<file path="src/sv/mlpf_ram.sv">
`timescale 1ns / 1ps
`default_nettype none

module mlpf_ram #(
  parameter int WIDTH = 16,
  parameter int DEPTH = 256
) (
  input  wire logic                     clk,
  input  wire logic                     we,
  input  wire logic [$clog2(DEPTH)-1:0] waddr,
  input  wire logic [WIDTH-1:0]         wdata,
  input  wire logic [$clog2(DEPTH)-1:0] raddr,
  output logic      [WIDTH-1:0]         rdata
);

  logic [WIDTH-1:0] mem [DEPTH];

  always_ff @(posedge clk) begin
    if (we) begin
      mem[waddr] <= wdata;
    end
    rdata <= mem[raddr];
  end

endmodule

`default_nettype wire

</file>
<file path="config.mk">
export PLATFORM = sky130hd
export DESIGN_NAME = mlpf_ram
export DESIGN_NICKNAME = d
export VERILOG_FILES = /design/src/sv/mlpf_ram.sv
export SDC_FILE = /design/constraint.sdc
export NUM_CORES = 2
export LEC_CHECK = 0
export ABC_AREA = 1
export BUFFER_PORTS_ARGS = -buffer_cell sky130_fd_sc_hd__buf_2
export CAP_MARGIN = 20
export CELL_PAD_IN_SITES_DETAIL_PLACEMENT = 1
export CELL_PAD_IN_SITES_GLOBAL_PLACEMENT = 2
export CORE_MARGIN = 4
export CORE_UTILIZATION = 46
export CTS_BUF_LIST = sky130_fd_sc_hd__clkbuf_8
export CTS_CLUSTER_DIAMETER = 30
export DETAILED_ROUTE_END_ITERATION = 16
export PLACE_DENSITY = 0.81
export SLEW_MARGIN = 20
export SYNTH_ARGS = -nofsm -noshare
export SYNTH_HDL_FRONTEND = slang
export SYNTH_SLANG_ARGS = --single-unit
</file>
<file path="constraint.sdc">
create_clock -name clk -period 3.1 [get_ports clk]
set_clock_uncertainty 0.15 [all_clocks]
set_input_delay 0.62 -clock clk [delete_from_list [all_inputs] [get_ports clk]]
set_output_delay 0.62 -clock clk [all_outputs]
set_load 0.01 [all_outputs]
</file>
==> flow_summary.json <==
{
  "fin_tns_setup_ns": 0,
  "grt_pass1_vias": 124908,
  "r2r_slack_ns": 0.48,
  "whs_ns": 0.1777,
  "p_sw_uw": 31910,
  "nets": 14771,
  "min_path_type": "in -> reg",
  "worst_pin_slew_ns": 0.8310,
  "place.gp.congestion": 0.8751,
  "multi_input_area_um2": 37180,
  "area_growth_pct": 19.73,
  "pwr-share-seq": 0.469,
  "tritoncts": "done",
  "cellLeakagePower_uw": 0.07186,
  "p_clk_frac": 0.464,
  "syn_area_per_cell_um2": 12.17,
  "track_usage": 0.3033,
  "drv_cap": 0,
  "seq_area_frac_synth": 0.7442,
  "drive_gt1_frac": 0.1610,
  "grt_max_degree": 116,
  "post-route-period-util": 0.9356,
  "die-area_um2": 369900,
  "cp_num_buf_inv": 1,
  "drtIter0Drc": 13829,
  "syn-num-nets": 13651,
  "ys_top_cells_by_count": "nand2_1 (4,211), edfxtp_1 (4,096), nand3_1 (4,035)",
  "drv_slew": 0,
  "drt_pre_antenna_iters": 5,
  "layoutNonFillerInstCount": 20249,
  "yosysTopAreaCell": "edfxtp_1",
  "required_ns": 2.33,
  "synthTopCellsByArea": "edfxtp_1 (74%), nand3_1 (12%), nand2_1 (9.5%), buf_2 (1.5%), buf_4 (0.74%)",
  "rsz0062_at_grt": "no",
  "post_cts.repair.setup_buffers": 0,
  "ys_seq_elements": 4112,
  "synthCells": 13617,
  "start_kind": "flop",
  "placementRows": 220,
  "post-route-min-period_ns": 2.901,
  "synth-main-ff-cell": "edfxtp_1",
  "synth-edff-count": 4096,
  "dpl.cell_count": 18651,
  "cts.sinks": 4112,
  "ys_types": 15,
  "cts_buffers": 837,
  "cts_buffer_depth": 4,
  "power_uw": 130900,
  "outcome": "completed",
  "slew_headroom": 0.4460,
  "portBuffers": 49,
  "grt_pass1_wl_um": 836600,
  "final_core_util": 0.5527,
  "wl_um": 574400,
  "p_sw_frac": 0.2438,
  "grt-ovfl-total": 0,
  "path_class": "reg -> out",
  "dieWidth_um": 608.2,
  "drc": 0,
  "critPathTopFamily": "flip-flops",
  "clk_latency_ns": 1.27,
  "clockRootBuffer": "clkbuf_8",
  "endpoint_kind": "output pin",
  "fillers": 36402,
  "slowest_delay_ns": 0.68,
  "dr_total_vias": 119123,
  "yosysMostFrequentCell": "nand2_1",
  "coreArea_um2": 358900,
  "worstPathCellList": "buf_2",
  "critical_path_arrival_ns": 2.13,
  "synth_top_area_share": 0.7423,
  "fmax_ghz": 0.3448,
  "grt_antenna_before_repair": 32,
  "synth-async-reset-ratio": 0,
  "hpwlAfterDp_um": 352900,
  "seqCellArea_um2": 123300,
  "critPathSlowestCell": "dfxtp_1",
  "start_util": 0.4616,
  "worst_ir_drop_vdd_mv": 0.5194,
  "power.internal_uw": 98970,
  "clk_pin_slew_worst_paths_ns": 0.05,
  "io_pins": 50,
  "cp_max_fo": 4,
  "dieHeight_um": 608.2,
  "hold_violations": 0,
  "setup_viol": 0,
  "ant_nets": 0,
  "powerDensity_nw_per_um2": 659.7,
  "yosysWarnings": 0,
  "cts-htree-levels": 6,
  "wl_per_cell_um": 28.37,
  "post_drt_via_cell_ratio": 5.883,
  "pwr-share-comb": 0.066,
  "syn-cell-area_um2": 165700
}
## path summary, 6_finish.rpt
path,end,cells after the start,startpoint
max,rdata[12],1,rdata[12]
min,mem[95][7],2,wdata[7]
max reg2reg,rdata[4],13,mem[176][4]
min reg2reg,rdata[8],10,mem[197][8]
## kinds of logic after synthesis
family,after synthesis,synth area share
flops,4112,0.7442
buf+inv,976,0.03214
simple gates,8529,0.2237
## flip-flops by register name (all words and copies together), names as in the netlist
register  flops
rdata        16
mem        4096
## repair_timing
item | CTS | global route
hold endpoints to repair | 3707 | 0
setup endpoints to repair | 2 | 0
hold buffers | 20 | 0
resized for setup | 2 | 0
## cell usage in the layout (no fill, tap or decap), types with 2 or more instances in the layout
master         Yosys  final
dfxtp_2            0      2
buf_8              1     19
inv_6              0     15
dfxtp_1           16     14
nand2_1         4211   4195
nand2_2            0     16
clkbuf_8           0    852
clkinvlp_4         0     75
dlygate4sd3_1      0     20
bufinv_16          0    109
clkinv_8           0      5
inv_16             0      3
nand3_1         4035   4035
buf_2            495     27
edfxtp_1        4096   4096
nor2_2             0     30
clkinv_4           0     32
clkinv_2           0    123
nor2_1           283    253
inv_8              0     15
buf_4            163    818
clkinv_1           0    159
inv_1             35    193
diode_2            0     23
buf_12             1    333
inv_12             0     11
## layout make-up
type | instances | share of cell area
Antenna cell | 23 | 0.0002901
Clock buffer | 852 | 0.05910
Clock inverter | 703 | 0.03281
Inverter | 39 | 0.001003
Multi-Input combinational cell | 8529 | 0.1874
Sequential cell | 4112 | 0.6216
Tap cell | 4773 | 0.03010
Timing Repair Buffer | 1218 | 0.06774
## metrics by stage
stage / cell area (µm²) / setup WS, ns
floorplan: 165700 / 0.4896
global placement: 179900 / -0.6578
detailed placement: 179900 / -0.6565
CTS: 198300 / 0.08580
global route: 198400 / 0.1724
finish: 198400 / 0.1995
## power groups by stage
stage | combinational (µW) | clock (µW) | sequential [µW]
after floorplan | 3790 | 0 | 62500
after global placement | 8270 | 0 | 62500
after detailed placement | 8510 | 0 | 62500
after CTS | 8600 | 61500 | 61400
after global routing | 9190 | 64400 | 61400
final | 8700 | 60800 | 61400
## per-layer routing
layer,global-route usage,vias to the layer above,wire length (µm)
met1,0.4045,61286,228600
met5,0,-,59
li1,-,51225,-
met2,0.4925,5428,273200
met3,0.05058,1176,46210
met4,0.1332,8,26350
No activity file was read; power rests on OpenSTA's default activity.
