### src/sv/mlpf_pkg.sv
`timescale 1ns / 1ps
`default_nettype none

package mlpf_pkg;

  // Fixed field widths of the two channels.
  localparam int VALUE_W = 16;
  localparam int INDEX_W = 8;
  localparam int IDX_W   = 4;

  // Default network shape.
  localparam int DEF_INPUT_COUNT         = 4;
  localparam int DEF_EXTRA_HIDDEN_LAYERS = 1;
  localparam int DEF_HIDDEN_WIDTH        = 8;
  localparam int DEF_OUTPUT_COUNT        = 2;
  localparam int DEF_WEIGHT_DEPTH        = 256;

  // The bias input of every neuron is -1, which is -256 in Q8.8.
  localparam logic signed [VALUE_W-1:0] BIAS_OPERAND = -16'sd256;

  // Command codes of an input beat.
  localparam logic CMD_WEIGHT = 1'b0;
  localparam logic CMD_SAMPLE = 1'b1;

  // Status codes of a result beat.
  localparam logic STATUS_OK        = 1'b0;
  localparam logic STATUS_COUNT_ERR = 1'b1;

  // One weight term handed from the sequencer to the MAC unit.
  typedef struct packed {
    logic             valid;
    logic             first;
    logic             last;
    logic             w_zero;
    logic             bank;
    logic [IDX_W-1:0] idx;
  } mac_ctrl_t;

  // A finished neuron value to be written into the activation memory.
  typedef struct packed {
    logic                      valid;
    logic                      bank;
    logic [IDX_W-1:0]          idx;
    logic signed [VALUE_W-1:0] value;
  } act_wr_t;

endpackage

`default_nettype wire

### src/sv/mlpf_mac.sv
`timescale 1ns / 1ps
`default_nettype none

module mlpf_mac #(
  parameter int MAX_TERMS = 9
) (
  input  wire logic                               clk,
  input  wire logic                               rst,
  input  wire mlpf_pkg::mac_ctrl_t                issue,
  input  wire logic signed [mlpf_pkg::VALUE_W-1:0] w_rdata,
  input  wire logic signed [mlpf_pkg::VALUE_W-1:0] a_rdata,
  output mlpf_pkg::act_wr_t                       result
);

  import mlpf_pkg::*;

  localparam int PROD_W = 2 * VALUE_W;
  localparam int ACC_W  = PROD_W + 1 + $clog2(MAX_TERMS);
  localparam logic signed [ACC_W-1:0] SAT_HI = ACC_W'(32'sd32767);
  localparam logic signed [ACC_W-1:0] SAT_LO = ACC_W'(-32'sd32768);
  localparam logic signed [ACC_W-1:0] HALF   = ACC_W'(32'sd128);

  mac_ctrl_t                 ctrl_r;
  mac_ctrl_t                 ctrl_p;
  logic signed [VALUE_W-1:0] op_w;
  logic signed [VALUE_W-1:0] op_a;
  logic signed [PROD_W-1:0]  prod_p;
  logic signed [ACC_W-1:0]   acc;
  logic signed [ACC_W-1:0]   sum;
  logic signed [ACC_W-1:0]   fin_sum;
  logic                      fin_valid;
  logic                      fin_bank;
  logic [IDX_W-1:0]          fin_idx;
  logic signed [ACC_W-1:0]   rounded;

  // Stage R: memory data arrives, the product is formed.
  assign op_w = ctrl_r.w_zero ? '0 : w_rdata;
  assign op_a = ctrl_r.last ? BIAS_OPERAND : a_rdata;

  always_ff @(posedge clk) begin
    if (rst) begin
      ctrl_r.valid <= 1'b0;
      ctrl_p.valid <= 1'b0;
      fin_valid    <= 1'b0;
    end else begin
      ctrl_r.valid <= issue.valid;
      ctrl_p.valid <= ctrl_r.valid;
      fin_valid    <= ctrl_p.valid && ctrl_p.last;
    end
    ctrl_r.first  <= issue.first;
    ctrl_r.last   <= issue.last;
    ctrl_r.w_zero <= issue.w_zero;
    ctrl_r.bank   <= issue.bank;
    ctrl_r.idx    <= issue.idx;
    ctrl_p.first  <= ctrl_r.first;
    ctrl_p.last   <= ctrl_r.last;
    ctrl_p.w_zero <= ctrl_r.w_zero;
    ctrl_p.bank   <= ctrl_r.bank;
    ctrl_p.idx    <= ctrl_r.idx;
    prod_p        <= op_w * op_a;
  end

  // Stage P: accumulate; the first term of a neuron restarts the sum.
  assign sum = (ctrl_p.first ? '0 : acc) + ACC_W'(prod_p);

  always_ff @(posedge clk) begin
    if (ctrl_p.valid) begin
      acc <= sum;
    end
    fin_sum  <= sum;
    fin_bank <= ctrl_p.bank;
    fin_idx  <= ctrl_p.idx;
  end

  // Stage S: round half up to Q8.8 and saturate to 16 bits.
  assign rounded = (fin_sum + HALF) >>> 8;

  always_comb begin
    result.valid = fin_valid;
    result.bank  = fin_bank;
    result.idx   = fin_idx;
    if (rounded > SAT_HI) begin
      result.value = SAT_HI[VALUE_W-1:0];
    end else if (rounded < SAT_LO) begin
      result.value = SAT_LO[VALUE_W-1:0];
    end else begin
      result.value = rounded[VALUE_W-1:0];
    end
  end

endmodule

`default_nettype wire

### config.mk
export PLATFORM = sky130hd
export DESIGN_NAME = mlpf_mac
export DESIGN_NICKNAME = d
export VERILOG_FILES = /design/src/sv/mlpf_pkg.sv /design/src/sv/mlpf_mac.sv
export SDC_FILE = /design/constraint.sdc
export NUM_CORES = 1
export LEC_CHECK = 0
export BUFFER_PORTS_ARGS = -buffer_cell sky130_fd_sc_hd__buf_2
export CORE_MARGIN = 2
export CORE_UTILIZATION = 60
export DETAILED_ROUTE_END_ITERATION = 8
export PLACE_DENSITY_LB_ADDON = 0.2
export SLEW_MARGIN = 20
export SYNTH_ARGS = -nofsm -noshare
export SYNTH_HDL_FRONTEND = slang
export SYNTH_SLANG_ARGS = --single-unit
### constraint.sdc
create_clock -name clk -period 12.3 [get_ports clk]
set_clock_uncertainty 0.05 [all_clocks]
set_input_delay 0.615 -clock clk [delete_from_list [all_inputs] [get_ports clk]]
set_output_delay 0.615 -clock clk [all_outputs]
set_load 0.05 [all_outputs]
==> flow_summary.toml <==
[synthesis]
synth_nets = 2166
ys.flop_type = "dfxtp_1"
synth_edf_count = 37
syn_area_um2 = 15800
synth-seq-cells = 122
synth_top_family_by_area = "adder cells"
synthMuxAreaShare_pct = 0
synthSimpleGateAreaFrac_pct = 15.8
synth_adder_area_share_pct = 42.7
yosys_warnings = 0
syn_area_per_cell_um2 = 9.09
synth_xor_area_share_pct = 4.48
syn-instance-count = 1741
synthArstFlopShare_pct = 0
synth_compound_area_share_pct = 9.62
ys_types = 68
synth_seq_area_share_pct = 17.8

[critical_path]
crit_fanout = 37
cp_common_cell = "fa_1"
cp-end-kind = "flop"
slowest_stage = "fa_1"
crit_required_ps = 12570
cp-start-kind = "flop"
max_stage_delay_ps = 910
crit_arrival_ps = 7770
path_cells = "buf_4, nand2b_1, or2_2, fa_1, inv_1, fa_1, fa_1, fa_1, fa_1, inv_1, fa_1, inv_1, ha_1, nand4_1, nor3_1, nand2_1, o31ai_1, a41oi_1, a21o_1, a211oi_1"
critical_path_class = "reg -> reg"

[floorplan]
die_y_um = 166
die_w_um = 166
core-area_um2 = 26000
start_util_pct = 60.9
rows = 59
io_pins = 65
dieArea_um2 = 27700

[timing]
fmaxAchievable_mhz = 133
setup_viol = 0
maxSlewViolCount = 0
slew_headroom_pct = 26.7
worst_slew_pin_slew_ps = 1100
post-route-period-util_pct = 60.9
hold_viol_final = 0
rsz0062_at_grt = "no"
min_period_ps = 7490
setup_tns_ps = 0

[power_and_ir_drop]
p_clk_share_pct = 11.4
pwr-share-comb_pct = 72.5
p_total_mw = 4.27
cellPowerDensity_nw_per_um2 = 251
swShare_pct = 48.9
leakage_nw = 8.27
ir_drop_uv = 257
p_sw_mw = 2.09
seq_power_share_pct = 16.1
intPower_mw = 2.18

[finish]
final_util_pct = 65.3
syn_to_final_growth_pct = 7.17
antennaDiodeCount = 0
stdcell_area_um2 = 17000
fin_cells = 2118
fillers = 2177
nets = 2195
drive_above_1_share_pct = 8.02
final_common_cell = "inv_1"
layout_common_cells = "341 x inv_1, 263 x fa_1, 180 x nor2_1, 144 x nand2_1, 119 x ha_1"

[placement]
dpl.cell_count = 2086
port_buffers = 64
gp_congestion = 0.994
postPlaceCellArea_um2 = 16400
hpwl_mm = 29.9

[detailed_routing]
viasPerCell = 5.51
drt_iter0_markers = 934
drtPass1Iterations = 5
drt-total-wl_mm = 36.5
vias = 11663
antenna_left = 0
routedWlPerCell_um = 17.2
post-route-drc-count = 0

[cts]
cts_max_level = 4
cts_resized = 0
cts_tree = "yes"
cts_setup_buffers = 0
cts.sinks = 122
cts_buffers = 17
hold_buffers = 0
cts-root-buf = "clkbuf_16"
clk_pin_slew_ps = 70
cts_max_path_buffers = 2
insertion_delay_ps = 420

[grt]
grt_use_met2_pct = 43.7
antenna_found_initial = 0
busiest_layer = "met2"
grt-ovfl-total = 0
grt_max_degree = 39
grt_pass1_wl_mm = 60.5
met1_usage_pct = 38.4
use_met3_pct = 5.42
grt_pass1_vias = 11999
grtUsageTotal_pct = 27.6

[min_path]
worst_hold_path_type = "in -> reg"

[flow_run]
cap_violations = 0

[run_status]
status = "complete, no violations"
-- power groups by stage --
stage                     Combinational (mW)  Sequential, mW  Clock [mW]
after CTS                               3.09           0.689       0.496
final                                   3.09           0.688       0.487
after global placement                  2.98           0.692           0
after global routing                    3.50           0.706       0.513
after detailed placement                3.06           0.695           0
after floorplan                         2.49           0.671           0
-- critical path, delay by kind of cell (launching register included) --
kind	cells	cell delay, ps
compound gates	4	1050
fa+ha+maj	7	3950
buf+inv	4	420
flops	1	290
simple gates	5	1620
-- per-stage QoR --
| stage | hold slack, ps | setup slack, ps |
|---|---|---|
| 2_1_floorplan | 260 | 5570 |
| 3_3_place_gp | 260 | 4990 |
| 3_5_place_dp | 262 | 4820 |
| 4_1_cts | 223 | 4830 |
| 5_1_grt | 230 | 4370 |
| 6_report | 240 | 4810 |
-- cells in the mapped netlist (all sizes together), types with 55 or more instances --
library cell | n | share of area (%)
fa | 263 | 33
inv | 341 | 8.1
nand2 | 144 | 3.4
nor2b | 62 | 2.4
ha | 119 | 9.4
xnor2 | 55 | 3.0
a21oi | 64 | 2.1
dfxtp | 85 | 11
o21ai | 59 | 2.0
nor2 | 183 | 4.4
clkbuf | 56 | 1.3
-- flip-flops by register name, summed over array words and instances, names as in the netlist --
signal / cells
acc: 37
ctrl_p: 8
ctrl_r: 9
fin_bank: 1
fin_idx: 4
fin_sum: 30
fin_valid: 1
prod_p: 32
-- path summary, 6_finish.rpt --
check,startpoint,to,cells after the start,slack [ps]
worst max-delay path,ctrl_r[6],prod_p[31],20,4810
worst min-delay path,issue[5],ctrl_r[5],1,240
worst max register to register,ctrl_r[6],prod_p[31],20,4810
worst min register to register,ctrl_p[4],fin_bank,0,270
-- cell families (layout without fill, tap and decap cells) --
| kind of cell | after synthesis | in the layout |
|---|---|---|
| AND/OR/NAND/NOR | 525 | 525 |
| XOR/XNOR | 81 | 81 |
| AO/OA/AOI/OAI | 228 | 228 |
| adder cells (fa/ha/maj) | 382 | 382 |
| buffers and inverters | 403 | 445 |
| flip-flops | 122 | 122 |
-- area by class of cell --
cell class / count / area [um^2] / share of cell area [%]
Inverter: 341 / 1280 / 7.54
Sequential cell: 122 / 2810 / 16.6
Clock buffer: 22 / 495 / 2.92
Clock inverter: 10 / 88.8 / 0.524
Timing Repair Buffer: 72 / 380 / 2.24
Tap cell: 335 / 419 / 2.47
Multi-Input combinational cell: 1216 / 11500 / 67.7
-- metal layers --
| layer | share of wire [%] | up-vias |
|---|---|---|
| li1 | - | 5479 |
| met1 | 44 | 5630 |
| met2 | 45 | 474 |
| met3 | 8.2 | 80 |
| met4 | 3.0 | 0 |
| met5 | 0 | - |
No activity file was read; power rests on OpenSTA's default activity.
