<file path="src/sv/mlpf_pkg.sv">
`timescale 1ns / 1ps
`default_nettype none

package mlpf_pkg;

  // Fixed field widths of the two channels.
  localparam int VALUE_W = 16;
  localparam int INDEX_W = 8;
  localparam int IDX_W   = 4;

  // Default network shape.
  localparam int DEF_INPUT_COUNT         = 4;
  localparam int DEF_EXTRA_HIDDEN_LAYERS = 1;
  localparam int DEF_HIDDEN_WIDTH        = 8;
  localparam int DEF_OUTPUT_COUNT        = 2;
  localparam int DEF_WEIGHT_DEPTH        = 256;

  // The bias input of every neuron is -1, which is -256 in Q8.8.
  localparam logic signed [VALUE_W-1:0] BIAS_OPERAND = -16'sd256;

  // Command codes of an input beat.
  localparam logic CMD_WEIGHT = 1'b0;
  localparam logic CMD_SAMPLE = 1'b1;

  // Status codes of a result beat.
  localparam logic STATUS_OK        = 1'b0;
  localparam logic STATUS_COUNT_ERR = 1'b1;

  // One weight term handed from the sequencer to the MAC unit.
  typedef struct packed {
    logic             valid;
    logic             first;
    logic             last;
    logic             w_zero;
    logic             bank;
    logic [IDX_W-1:0] idx;
  } mac_ctrl_t;

  // A finished neuron value to be written into the activation memory.
  typedef struct packed {
    logic                      valid;
    logic                      bank;
    logic [IDX_W-1:0]          idx;
    logic signed [VALUE_W-1:0] value;
  } act_wr_t;

endpackage

`default_nettype wire

</file>
<file path="src/sv/mlpf_seq.sv">
`timescale 1ns / 1ps
`default_nettype none

module mlpf_seq #(
  parameter int INPUT_COUNT         = mlpf_pkg::DEF_INPUT_COUNT,
  parameter int EXTRA_HIDDEN_LAYERS = mlpf_pkg::DEF_EXTRA_HIDDEN_LAYERS,
  parameter int HIDDEN_WIDTH        = mlpf_pkg::DEF_HIDDEN_WIDTH,
  parameter int OUTPUT_COUNT        = mlpf_pkg::DEF_OUTPUT_COUNT,
  parameter int WEIGHT_DEPTH        = mlpf_pkg::DEF_WEIGHT_DEPTH,
  parameter int ACT_AW              = 3
) (
  input  wire logic                                clk,
  input  wire logic                                rst,
  input  wire logic                                in_valid,
  output logic                                     in_stall,
  input  wire logic                                command,
  input  wire logic [mlpf_pkg::INDEX_W-1:0]        weight_index,
  input  wire logic signed [mlpf_pkg::VALUE_W-1:0] weight_value,
  input  wire logic signed [mlpf_pkg::VALUE_W-1:0] sample_value,
  input  wire logic                                last_sample,
  output logic                                     out_valid,
  input  wire logic                                out_stall,
  output logic signed [mlpf_pkg::VALUE_W-1:0]      output_value,
  output logic [mlpf_pkg::IDX_W-1:0]               output_index,
  output logic                                     last_output,
  output logic                                     status,
  output logic                                     w_we,
  output logic [$clog2(WEIGHT_DEPTH)-1:0]          w_waddr,
  output logic [mlpf_pkg::VALUE_W-1:0]             w_wdata,
  output logic [$clog2(WEIGHT_DEPTH)-1:0]          w_raddr,
  output mlpf_pkg::mac_ctrl_t                      issue,
  input  wire mlpf_pkg::act_wr_t                   mac_wr,
  output logic                                     a_we,
  output logic [ACT_AW:0]                          a_waddr,
  output logic [mlpf_pkg::VALUE_W-1:0]             a_wdata,
  output logic [ACT_AW:0]                          a_raddr,
  input  wire logic signed [mlpf_pkg::VALUE_W-1:0] a_rdata
);

  import mlpf_pkg::*;

  localparam int AW          = $clog2(WEIGHT_DEPTH);
  localparam int LAYER_COUNT = EXTRA_HIDDEN_LAYERS + 2;
  localparam int LAYER_W     = $clog2(LAYER_COUNT + 1);
  localparam int MAX_NIN     = (INPUT_COUNT > HIDDEN_WIDTH) ? INPUT_COUNT : HIDDEN_WIDTH;
  localparam int K_W         = $clog2(MAX_NIN + 1);
  localparam int CNT_W       = $clog2(INPUT_COUNT + 2);
  localparam int TOTAL_WEIGHTS = HIDDEN_WIDTH * (INPUT_COUNT + 1)
                               + EXTRA_HIDDEN_LAYERS * HIDDEN_WIDTH * (HIDDEN_WIDTH + 1)
                               + OUTPUT_COUNT * (HIDDEN_WIDTH + 1);
  localparam int POS_MAX     = (TOTAL_WEIGHTS > WEIGHT_DEPTH) ? TOTAL_WEIGHTS : WEIGHT_DEPTH;
  localparam int POS_W       = $clog2(POS_MAX + 1);

  typedef enum logic [4:0] {
    ST_IDLE  = 5'b00001,
    ST_ERR   = 5'b00010,
    ST_RUN   = 5'b00100,
    ST_DRAIN = 5'b01000,
    ST_EMIT  = 5'b10000
  } state_t;

  state_t           state;
  state_t           state_next;
  logic [CNT_W-1:0] sample_count;
  logic [CNT_W-1:0] count_inc;
  logic [LAYER_W-1:0] layer;
  logic [IDX_W-1:0] n;
  logic [K_W-1:0]   k;
  logic [POS_W-1:0] pos;
  logic [1:0]       drain_cnt;
  logic             primed;

  logic             accept;
  logic             take_sample;
  logic             layer_last;
  logic [K_W-1:0]   nin;
  logic [IDX_W-1:0] nout_m1;
  logic             term_last;
  logic             neuron_last;
  logic             out_free;
  logic             load_err;
  logic             load_res;

  assign in_stall    = (state != ST_IDLE);
  assign accept      = in_valid && !in_stall;
  assign take_sample = accept && (command == CMD_SAMPLE);
  assign count_inc   = (sample_count <= CNT_W'(INPUT_COUNT)) ? sample_count + 1'b1
                                                              : sample_count;

  assign layer_last  = (layer == LAYER_W'(LAYER_COUNT - 1));
  assign nin         = (layer == '0) ? K_W'(INPUT_COUNT) : K_W'(HIDDEN_WIDTH);
  assign nout_m1     = layer_last ? IDX_W'(OUTPUT_COUNT - 1) : IDX_W'(HIDDEN_WIDTH - 1);
  assign term_last   = (k == nin);
  assign neuron_last = (n == nout_m1);

  assign out_free = !out_valid || !out_stall;
  assign load_err = (state == ST_ERR) && out_free;
  assign load_res = (state == ST_EMIT) && primed && out_free;

  // Weight loads go straight into the weight memory.
  assign w_we    = accept && (command == CMD_WEIGHT)
                   && (32'(weight_index) < 32'(WEIGHT_DEPTH));
  assign w_waddr = AW'(weight_index);
  assign w_wdata = weight_value;
  assign w_raddr = pos[AW-1:0];

  // One weight term per cycle while a layer streams through the MAC unit.
  always_comb begin
    issue.valid  = (state == ST_RUN);
    issue.first  = (k == '0);
    issue.last   = term_last;
    issue.w_zero = (pos >= POS_W'(WEIGHT_DEPTH));
    issue.bank   = ~layer[0];
    issue.idx    = n;
  end

  // Samples and neuron results never coincide: samples come only while idle.
  always_comb begin
    if (mac_wr.valid) begin
      a_we    = 1'b1;
      a_waddr = {mac_wr.bank, ACT_AW'(mac_wr.idx)};
      a_wdata = mac_wr.value;
    end else begin
      a_we    = take_sample && (sample_count < CNT_W'(INPUT_COUNT));
      a_waddr = {1'b0, ACT_AW'(sample_count)};
      a_wdata = sample_value;
    end
  end

  assign a_raddr = (state == ST_EMIT) ? {layer[0], ACT_AW'(n)} : {layer[0], ACT_AW'(k)};

  always_comb begin
    state_next = state;
    unique case (state)
      ST_IDLE: begin
        if (take_sample && last_sample) begin
          state_next = (count_inc == CNT_W'(INPUT_COUNT)) ? ST_RUN : ST_ERR;
        end
      end
      ST_ERR: begin
        if (out_free) begin
          state_next = ST_IDLE;
        end
      end
      ST_RUN: begin
        if (term_last && neuron_last) begin
          state_next = ST_DRAIN;
        end
      end
      ST_DRAIN: begin
        if (drain_cnt == 2'd2) begin
          state_next = (layer == LAYER_W'(LAYER_COUNT)) ? ST_EMIT : ST_RUN;
        end
      end
      ST_EMIT: begin
        if (load_res && (n == IDX_W'(OUTPUT_COUNT - 1))) begin
          state_next = ST_IDLE;
        end
      end
      default: state_next = ST_IDLE;
    endcase
  end

  always_ff @(posedge clk) begin
    if (rst) begin
      state        <= ST_IDLE;
      sample_count <= '0;
      layer        <= '0;
      n            <= '0;
      k            <= '0;
      pos          <= '0;
      drain_cnt    <= '0;
      primed       <= 1'b0;
    end else begin
      state <= state_next;
      unique case (state)
        ST_IDLE: begin
          if (take_sample) begin
            sample_count <= last_sample ? '0 : count_inc;
          end
          layer     <= '0;
          n         <= '0;
          k         <= '0;
          pos       <= '0;
          drain_cnt <= '0;
        end
        ST_ERR: begin
        end
        ST_RUN: begin
          pos <= pos + 1'b1;
          if (term_last) begin
            k <= '0;
            if (neuron_last) begin
              n     <= '0;
              layer <= layer + 1'b1;
            end else begin
              n <= n + 1'b1;
            end
          end else begin
            k <= k + 1'b1;
          end
        end
        ST_DRAIN: begin
          if (drain_cnt == 2'd2) begin
            drain_cnt <= '0;
            primed    <= 1'b0;
          end else begin
            drain_cnt <= drain_cnt + 1'b1;
          end
        end
        ST_EMIT: begin
          if (!primed) begin
            primed <= 1'b1;
          end else if (out_free) begin
            n      <= n + 1'b1;
            primed <= 1'b0;
          end
        end
        default: begin
        end
      endcase
    end
  end

  // Output register: holds a result until the receiver takes it.
  always_ff @(posedge clk) begin
    if (rst) begin
      out_valid <= 1'b0;
    end else if (load_err || load_res) begin
      out_valid <= 1'b1;
    end else if (!out_stall) begin
      out_valid <= 1'b0;
    end
  end

  always_ff @(posedge clk) begin
    if (load_err) begin
      output_value <= '0;
      output_index <= '0;
      last_output  <= 1'b1;
      status       <= STATUS_COUNT_ERR;
    end else if (load_res) begin
      output_value <= a_rdata;
      output_index <= n;
      last_output  <= (n == IDX_W'(OUTPUT_COUNT - 1));
      status       <= STATUS_OK;
    end
  end

endmodule

`default_nettype wire

</file>
<file path="config.mk">
export PLATFORM = sky130hd
export DESIGN_NAME = mlpf_seq
export DESIGN_NICKNAME = d
export VERILOG_FILES = /design/src/sv/mlpf_pkg.sv /design/src/sv/mlpf_seq.sv
export SDC_FILE = /design/constraint.sdc
export NUM_CORES = 1
export LEC_CHECK = 0
export ABC_CLOCK_PERIOD_IN_PS = 6100
export BUFFER_PORTS_ARGS = -buffer_cell sky130_fd_sc_hd__buf_2
export CELL_PAD_IN_SITES_DETAIL_PLACEMENT = 1
export CELL_PAD_IN_SITES_GLOBAL_PLACEMENT = 2
export CORE_ASPECT_RATIO = 1.4
export CORE_MARGIN = 2
export CORE_UTILIZATION = 25
export DETAILED_ROUTE_END_ITERATION = 8
export HOLD_SLACK_MARGIN = 0.02
export PLACE_DENSITY = 0.9
export SYNTH_ARGS = -nofsm -noshare
export SYNTH_HDL_FRONTEND = slang
export SYNTH_SLANG_ARGS = --single-unit
</file>
<file path="constraint.sdc">
create_clock -name clk -period 6.1 [get_ports clk]
set_clock_uncertainty 0.15 [all_clocks]
set_input_delay 0.305 -clock clk [delete_from_list [all_inputs] [get_ports clk]]
set_output_delay 0.305 -clock clk [all_outputs]
set_load 0.01 [all_outputs]
</file>
==> reports/metrics.yaml, run 1 <==
wirelength_um: 8948
max_stage_delay_ns: 0.93
gp_congestion: 0.8086
clk_latency_ns: 0.29
finalCritPeriodShare_pct: 41.91
p_clk_share_pct: 43.1
tritoncts: "built"
cts.sinks: 53
grt_overflow: 0
finalCriticalPeriod_ns: 2.556
dp_hpwl_um: 6894
p_comb_share_pct: 15.1
fmax_mhz: 391.2
port_buffers: 125
grt_setup_unrepaired: "no"
worstHoldStart: "a_rdata[6]"
p_per_area_nw_per_um2: 227.7
syn_area_per_cell_um2: 8.065
antenna_found_initial: 1
cellLeakagePower_uw: 0.001624
drt-initial-drc-count: 118
relSlewSlack_pct: 28.01
ctsHtreeMaxLevel: 2
internal_power_uw: 637.7
vias: 2896
setup_ws_ns: 3.544
post_drt_via_cell_ratio: 4.740
die_y_um: 134.8
reg2reg_to: "n[0]"
areaGrowthSynthToFinish_pct: 22.55
ant_nets: 0
synthArstFlopShare_pct: 0
synth.largest_area_cell: "dfxtp_1"
grt_start_max_net_pins: 31
row_count: 47
synth_nets: 474
cp.buffers_inverters: 0
switching_share_pct: 25.25
wl_per_cell_um: 14.64
start_util_pct: 25.73
grt_pass1_wl_um: 14360
yosysMostFrequentCell: "nand2_1"
placeableCoreArea_um2: 11880
cts_buffers: 5
firstDrtPassIters: 4
cts_setup_buffers: 0
setup_tns_ns: 0
drcViolationCount: 0
setup_viol: 0
pre_cts_slack_ns: 3.534
nNetsFinal: 557
crit_family: "simple AND/OR/NAND/NOR gates"
r2r-start: "state[0]"
io_pins: 175
hold_path_class: "input pin to flop"
cts_root_buf: "clkbuf_16"
hold_buffers: 0
worstMarginPinSlew_ns: 1.077
yosys_warnings: 0
hold_depth: 3
syn_inst: 379
yosys.cell_types.count: 52
r2r_slack_ns: 3.54
finalHoldViolations: 0
crit_chain: "nor3_2 > nand4_1 > nor2_1 > o21ai_0 > a21oi_1"
synth_seq_cells: 53
maxSlewViolCount: 0
endpoint_kind: "flop"
grt_usage_pct: 13.11
crit_fanout: 25
synth_top_area_share_pct: 34.71
synth_edf_count: 0
synth.yosys.seq_area_share_pct: 34.71
crit_arrival_ns: 2.63
drive_gt1_share_pct: 35.21
sequentialPowerShare_pct: 41.8
cts.clk_slew.worst_paths_ns: 0.07
p_switching_uw: 215.4
grt_pass1_vias: 2984
max-cap-violations: 0
n_fill_cell: 1490
die-area_um2: 13140
crit_path_start_kind: "flop"
ys_top_cells_by_count: "nand2_1 (59), dfxtp_1 (53), a21oi_1 (44), buf_4 (36), nor2_1 (28)"
die_w_um: 97.45
min_to: "output_value[6]"
synth.area.top_cells: "dfxtp_1 (35%), buf_4 (8.8%), nand2_1 (7.2%)"
synth_area_um2: 3057
ff2ff_path_depth: 5
synth_flop_cell: "dfxtp_1"
path_class: "flop to flop"
crit_slowest_cell: "nand4_1"
vdd_ir_drop_max_v: 0.0001646
status: "finished clean"
cts_buffer_depth: 2
crit_required_ns: 6.17
postCtsResizedCells: 0
==> state kept, by name, summed over array words and instances, names as in the netlist <==
name and cells:
status 1, sample_count 3, output_index 4, n 4, primed 1, layer 2, output_value 16, drain_cnt 2
last_output 1, k 4, out_valid 1, state 5, pos 9
==> how the worst max path moves through the flow <==
stage              from     endpoint  slack (ns)  cells after the start
6_report       state[0]         n[0]        3.54                      5
5_1_grt        state[0]         n[0]        3.30                      5
4_1_cts        state[0]         n[0]        3.50                      5
3_5_place_dp   state[0]         n[0]        3.53                      5
3_3_place_gp   state[0]  last_output        3.53                      3
2_1_floorplan  layer[0]         n[3]        3.90                      8
==> kinds of logic after synthesis <==
family / share of synthesized area, %
fa+ha+maj: 4.503
buf+inv: 12.40
mux: 8.719
simple gates: 25.05
flops: 34.71
compound gates: 14.61
==> power groups by stage <==
stage | Combinational (uW) | Sequential [uW] | Clock [uW]
after floorplan | 94.4 | 364 | 0
after detailed placement | 130 | 365 | 0
after global routing | 143 | 358 | 391
after CTS | 130 | 357 | 380
after global placement | 125 | 364 | 0
final | 129 | 357 | 368
==> per-stage QoR <==
stage / hold slack, ns / utilization [%] / cell area (um^2) / instances / total power [uW]
2_1_floorplan: 0.2628 / - / 3057 / 379 / 457.9
3_3_place_gp: 0.2889 / 29.91 / 3553 / 602 / 490.0
3_5_place_dp: 0.2978 / 29.91 / 3553 / 602 / 494.9
4_1_cts: 0.08579 / 31.51 / 3744 / 610 / 866.9
5_1_grt: 0.1052 / 31.54 / 3746 / 611 / 890.9
6_report: 0.09287 / 31.54 / 3746 / 611 / 853.1
==> layout by cell type (no fill, tap or decap), drive strengths merged, types with 5 or more instances in the layout <==
cell,netlist,final
a21oi,44,44
buf,38,126
clkbuf,12,5
dfxtp,53,53
ha,11,11
inv,14,14
mux2,21,21
nand2,59,59
nand3,12,12
nand3b,5,5
nor2,28,28
nor2b,5,5
nor3,8,8
o21ai,13,13
==> layout make-up <==
| cell class | count | area (um^2) | share of cell area, % |
|---|---|---|---|
| multi-input combinational | 262 | 1620 | 43.25 |
| sequential | 53 | 1061 | 28.32 |
| timing repair buffer | 126 | 633.1 | 16.90 |
| tap | 147 | 183.9 | 4.910 |
| clock buffer | 5 | 125.1 | 3.340 |
| clock inverter | 3 | 65.06 | 1.737 |
| inverter | 14 | 55.05 | 1.470 |
| antenna | 1 | 2.502 | 0.06680 |
==> per-layer routing <==
metal  part of all wire, %  global-route usage (%)  vias to the layer above
met4                   2.5                   5.556                        0
met5                     0                       0                        -
met2                    54                   24.60                       72
li1                      -                       -                     1445
met3                   4.0                   2.381                       20
met1                    40                   14.35                     1359
==> tightest hold or removal path, delay by kind of cell <==
family / cells / cell delay (ns)
AND/OR/NAND/NOR: 1 / 0.04
buffers and inverters: 1 / 0.09
AO/OA/AOI/OAI: 1 / 0.05
(Power assumes the default switching activity.)
==> run 2: changes to the inputs <==
==> config.mk (replaced) <==
export PLATFORM = sky130hd
export DESIGN_NAME = mlpf_seq
export DESIGN_NICKNAME = d
export VERILOG_FILES = /design/src/sv/mlpf_pkg.sv /design/src/sv/mlpf_seq.sv
export SDC_FILE = /design/constraint.sdc
export NUM_CORES = 1
export LEC_CHECK = 0
export ABC_CLOCK_PERIOD_IN_PS = 2600
export BUFFER_PORTS_ARGS = -buffer_cell sky130_fd_sc_hd__buf_2
export CELL_PAD_IN_SITES_DETAIL_PLACEMENT = 1
export CELL_PAD_IN_SITES_GLOBAL_PLACEMENT = 2
export CORE_ASPECT_RATIO = 1.4
export CORE_MARGIN = 2
export CORE_UTILIZATION = 23
export DETAILED_ROUTE_END_ITERATION = 8
export HOLD_SLACK_MARGIN = 0.02
export PLACE_DENSITY = 0.84
export SYNTH_ARGS = -nofsm -noshare
export SYNTH_HDL_FRONTEND = slang
export SYNTH_SLANG_ARGS = --single-unit
==> constraint.sdc (replaced) <==
create_clock -name clk -period 2.6 [get_ports clk]
set_clock_uncertainty 0.15 [all_clocks]
set_input_delay 0.13 -clock clk [delete_from_list [all_inputs] [get_ports clk]]
set_output_delay 0.13 -clock clk [all_outputs]
set_load 0.01 [all_outputs]
==> run 2 against run 1 <==
- power rose by 130%
- sequential cell count unchanged
- first-iteration DRC count increased by 4.2%
- critical path depth increased by 2
- critical endpoint is now n[3]
- largest power group is now registers
==> reports/metrics.yaml, run 2 (synthesized netlist as in run 1, its figures left out) <==
status: "finished clean"
placeableCoreArea_um2: 12940
wl_met1_um: 3824
drive_gt1_share_pct: 35.32
drcViolationCount: 0
final_cell_mix: "buf_2 (125), nand2_1 (59), dfxtp_1 (53)"
grt_start_max_net_pins: 31
fmax_mhz: 423.4
grt_usage_pct: 12.83
grt_pass1_wl_um: 15040
setup_tns_ns: 0
largest_reg_flops: 16
clk_latency_ns: 0.29
ctsHtreeMaxLevel: 2
antenna_found_initial: 1
tritoncts: "built"
die_y_um: 140.4
dp_hpwl_um: 7146
vdd_ir_drop_max_v: 0.0002190
path_class: "flop to flop"
port_buffers: 125
crit_path_start_kind: "flop"
wl_met3_um: 371
top_register: "output_value"
post_drt_via_cell_ratio: 4.456
cts_buffer_depth: 2
setup_viol: 0
grt_setup_unrepaired: "no"
endpoint_kind: "flop"
crit_arrival_ns: 2.44
gp_congestion: 0.8513
cts_buffers: 5
max-cap-violations: 0
maxSlewViolCount: 0
met2RoutedLength_um: 5124
cts.sinks: 53
reg.largest.list: "output_value (16), pos (9), state (5)"
grt_pass1_vias: 3116
highest_layer: "met4"
drt-initial-drc-count: 123
nNetsFinal: 581
relSlewSlack_pct: 50.52
worstMarginPinSlew_ns: 0.7395
grt_overflow: 0
wirelength_um: 9447
p_per_area_nw_per_um2: 492.0
cts_root_buf: "clkbuf_16"
cellLeakagePower_uw: 0.001718
finalCritPeriodShare_pct: 90.84
start_util_pct: 23.63
crit_required_ns: 2.68
row_count: 49
finalHoldViolations: 0
cts.clk_slew.worst_paths_ns: 0.07
crit_fanout: 8
die-area_um2: 14240
final_common_cell: "buf_2"
io_pins: 175
fin_hold_ws_ns: 0.03119
areaGrowthSynthToFinish_pct: 30.66
wl_per_cell_um: 14.18
vias: 2968
hold_path_class: "input pin to flop"
die_w_um: 101.4
firstDrtPassIters: 4
finalCriticalPeriod_ns: 2.362
ant_nets: 0
## run 2: cell count changes in the layout (fill, tap and decap cells not counted)
cell	change
dlygate4sd3_1	+16
buf_4	+8
bufinv_16	-1
clkbuf_8	+1
clkinv_2	-1
clkinvlp_4	+1
or2_1	-1
or2_4	+1
## run 2: cell type report
cell class              count  area [um^2]
multi-input cells         262         1623
fillers                  1592         8942
inverters                  14        55.05
clock buffers               6        138.9
well taps                 178        222.7
diodes                      1        2.502
flip-flops and latches     53         1061
repair buffers            150        853.3
clock inverters             2        37.54
## run 2: what timing repair did
| item | CTS | global route |
|---|---|---|
| setup buffers | 0 | 0 |
| endpoints found under the setup margin | 0 | 2 |
| hold endpoints to repair | 16 | 0 |
| hold buffers | 16 | 0 |
| gates resized for setup | 0 | 1 |
## run 2: worst paths after layout
path	startpoint	end	slack, ns	cells past startpoint
worst max-delay path	layer[0]	n[3]	0.24	7
worst min-delay path	out_stall	out_valid	0.03	3
worst max register to register	layer[0]	n[3]	0.24	7
worst min register to register	output_value[1]	output_value[1]	0.30	2
## run 2: per-layer routing
layer / vias up / global-route usage (%)
li1: 1487 / -
met1: 1401 / 14.31
met2: 65 / 24.22
met3: 15 / 2.345
met4: 0 / 3.556
met5: - / 0
## run 2: stage by stage
stage / setup slack [ns] / util [%] / power (uW) / cells / area (um^2)
after floorplan: 0.4018 / - / 1074 / 379 / 3057
after global placement: 0.3088 / 28.23 / 1160 / 641 / 3652
after detailed placement: 0.1649 / 28.23 / 1172 / 641 / 3652
after CTS: 0.1421 / 30.83 / 1998 / 665 / 3989
after global routing: 0.05883 / 30.87 / 2061 / 666 / 3994
final: 0.2381 / 30.87 / 1965 / 666 / 3994
## run 2: worst max-delay path: stages (launching register included)
cell and delay (ns):
dfxtp_1 0.40, inv_1 0.09, ha_1 0.21, nor4bb_1 0.39, or2_4 0.25, o21ai_1 0.13, or4_1 0.52, a21oi_1 0.14
## run 2: power breakdown
| group | internal, uW | leakage, uW | switching, uW | total (uW) |
|---|---|---|---|---|
| Combinational | 150 | 0.00121 | 184 | 333 |
| Sequential | 820 | 0.000427 | 15.0 | 835 |
| Clock | 481 | 0.0000831 | 315 | 796 |
==> run 3: changes to the inputs <==
--- a/config.mk
+++ b/config.mk
@@ -9,7 +9,7 @@
 export BUFFER_PORTS_ARGS = -buffer_cell sky130_fd_sc_hd__buf_2
 export CELL_PAD_IN_SITES_DETAIL_PLACEMENT = 1
 export CELL_PAD_IN_SITES_GLOBAL_PLACEMENT = 2
-export CORE_ASPECT_RATIO = 1.4
+export CORE_ASPECT_RATIO = 0.8
 export CORE_MARGIN = 2
 export CORE_UTILIZATION = 23
 export DETAILED_ROUTE_END_ITERATION = 8
==> run 3 against run 2 <==
- clock power down 13%
- design area down 0.81%
- clock-buffer cell count unchanged
- via count up 1.6%
- maximum frequency about the same
- die area about the same
- utilization down 0.20 points
- worst hold slack better by 0.0079 ns
- sequential share of layout area up 0.22 points
- global-route usage up 1.1 points
- wire length up 4.6%
- critical path type unchanged
- largest power group unchanged
==> reports/metrics.yaml, run 3 (synthesized netlist as in run 1, its figures left out) <==
r2r-start: "layer[0]"
crit_family: "simple AND/OR/NAND/NOR gates"
final_cell_mix: "buf_2 (125), nand2_1 (59), dfxtp_1 (53)"
worst-path-stages: 7
endpoint_kind: "flop"
top_register: "output_value"
clk_latency_ns: 0.29
min_to: "sample_count[2]"
r2r_slack_ns: 0.24
grt_setup_unrepaired: "no"
cellLeakagePower_uw: 0.001712
hold_buffers: 16
crit_arrival_ns: 2.44
cts_root_buf: "clkbuf_16"
diodes: 0
dpl_cell_area_um2: 3649
drive_gt1_share_pct: 35.11
vias: 3015
setup_viol: 0
grt_pass1_vias: 3162
firstDrtPassIters: 4
cp.buffers_inverters: 1
path_class: "flop to flop"
gp_congestion: 0.8810
hold_path_class: "input pin to flop"
cts.sinks: 53
crit_chain: "inv_1 > ha_1 > nor4bb_1 > or2_1 > o21ai_1 > or4_1 > a21oi_1"
reg.largest.list: "output_value (16), pos (9), state (5)"
grt_overflow: 0
cts_buffer_depth: 2
drcViolationCount: 0
port_buffers: 125
areaGrowthSynthToFinish_pct: 29.59
relSlewSlack_pct: 51.06
row_count: 37
drt-initial-drc-count: 133
die_y_um: 107.1
finalHoldViolations: 0
reg2reg_to: "n[3]"
setup_tns_ns: 0
grt_start_max_net_pins: 31
cts.clk_slew.worst_paths_ns: 0.07
crit_path_start_kind: "flop"
final_common_cell: "buf_2"
crit_fanout: 5
worstMarginPinSlew_ns: 0.7315
cts_setup_buffers: 0
dp_hpwl_um: 7550
crit_required_ns: 2.67
maxSlewViolCount: 0
finalCritPeriodShare_pct: 90.92
cts_buffers: 5
status: "finished clean"
p_per_area_nw_per_um2: 471.4
grt_usage_pct: 13.91
final_area_um2: 3961
nNetsFinal: 581
hold_depth: 4
max_stage_delay_ns: 0.52
die_w_um: 132.9
wirelength_um: 9884
postCtsResizedCells: 0
fmax_mhz: 423.0
io_pins: 175
post_drt_via_cell_ratio: 4.554
vdd_ir_drop_max_v: 0.0001976
antenna_found_initial: 0
crit_slowest_cell: "or4_1"
ant_nets: 0
die-area_um2: 14230
largest_reg_flops: 16
grt_pass1_wl_um: 15700
worstHoldStart: "last_sample"
ctsHtreeMaxLevel: 2
wl_per_cell_um: 14.93
finalCriticalPeriod_ns: 2.364
start_util_pct: 23.67
ff2ff_path_depth: 7
max-cap-violations: 0
tritoncts: "built"
placeableCoreArea_um2: 12920
==> run 3: worst reg2reg max path, cell delays in order, from the launching register on <==
cell,delay [ns]
dfxtp_1,0.39
inv_1,0.10
ha_1,0.22
nor4bb_1,0.38
or2_1,0.24
o21ai_1,0.15
or4_1,0.52
a21oi_1,0.14
==> run 3: per-stage QoR <==
stage | hold WS [ns] | util (%) | cells | setup WS (ns) | total power (uW)
finish | 0.03907 | 30.67 | 662 | 0.2362 | 1868
CTS | 0.03001 | 30.67 | 662 | 0.2386 | 1907
floorplan | 0.08776 | - | 379 | 0.4018 | 1074
global route | 0.06333 | 30.67 | 662 | 0.04035 | 1970
global placement | 0.1101 | 28.25 | 638 | 0.3643 | 1162
detailed placement | 0.1101 | 28.25 | 638 | 0.2699 | 1175
==> run 3: per-layer routing <==
layer  up-vias  part of all wire, %  global-route usage [%]
li1       1485                    -                       -
met1      1414                   44                   15.72
met2       114                   49                   26.09
met3         2                  6.8                   3.972
met4         0                 0.49                   2.842
met5         -                    0                       0
==> run 3: power by group <==
group	total (uW)	leakage, uW	switching (uW)	internal [uW]
combinational	332	0.00121	184	148
clock	696	0.0000768	312	384
sequential	839	0.000427	18.5	820
total	1870	0.00171	515	1350
==> run 3: area by class of cell <==
cell class                      count  area (um^2)
Clock buffer                        6        138.9
Timing Repair Buffer              150        853.3
Clock inverter                      2        13.76
Inverter                           14        55.05
Sequential cell                    53         1061
Multi-Input combinational cell    262         1620
Fill cell                        1579         8955
Tap cell                          175        219.0
==> run 3: how the worst max path moves through the flow <==
stage / slack, ns / end / from
after floorplan: 0.40 / n[3] / layer[0]
after CTS: 0.24 / n[3] / layer[0]
after detailed placement: 0.27 / n[3] / layer[0]
after global routing: 0.04 / n[3] / layer[0]
after global placement: 0.36 / n[3] / layer[0]
final: 0.24 / n[3] / layer[0]
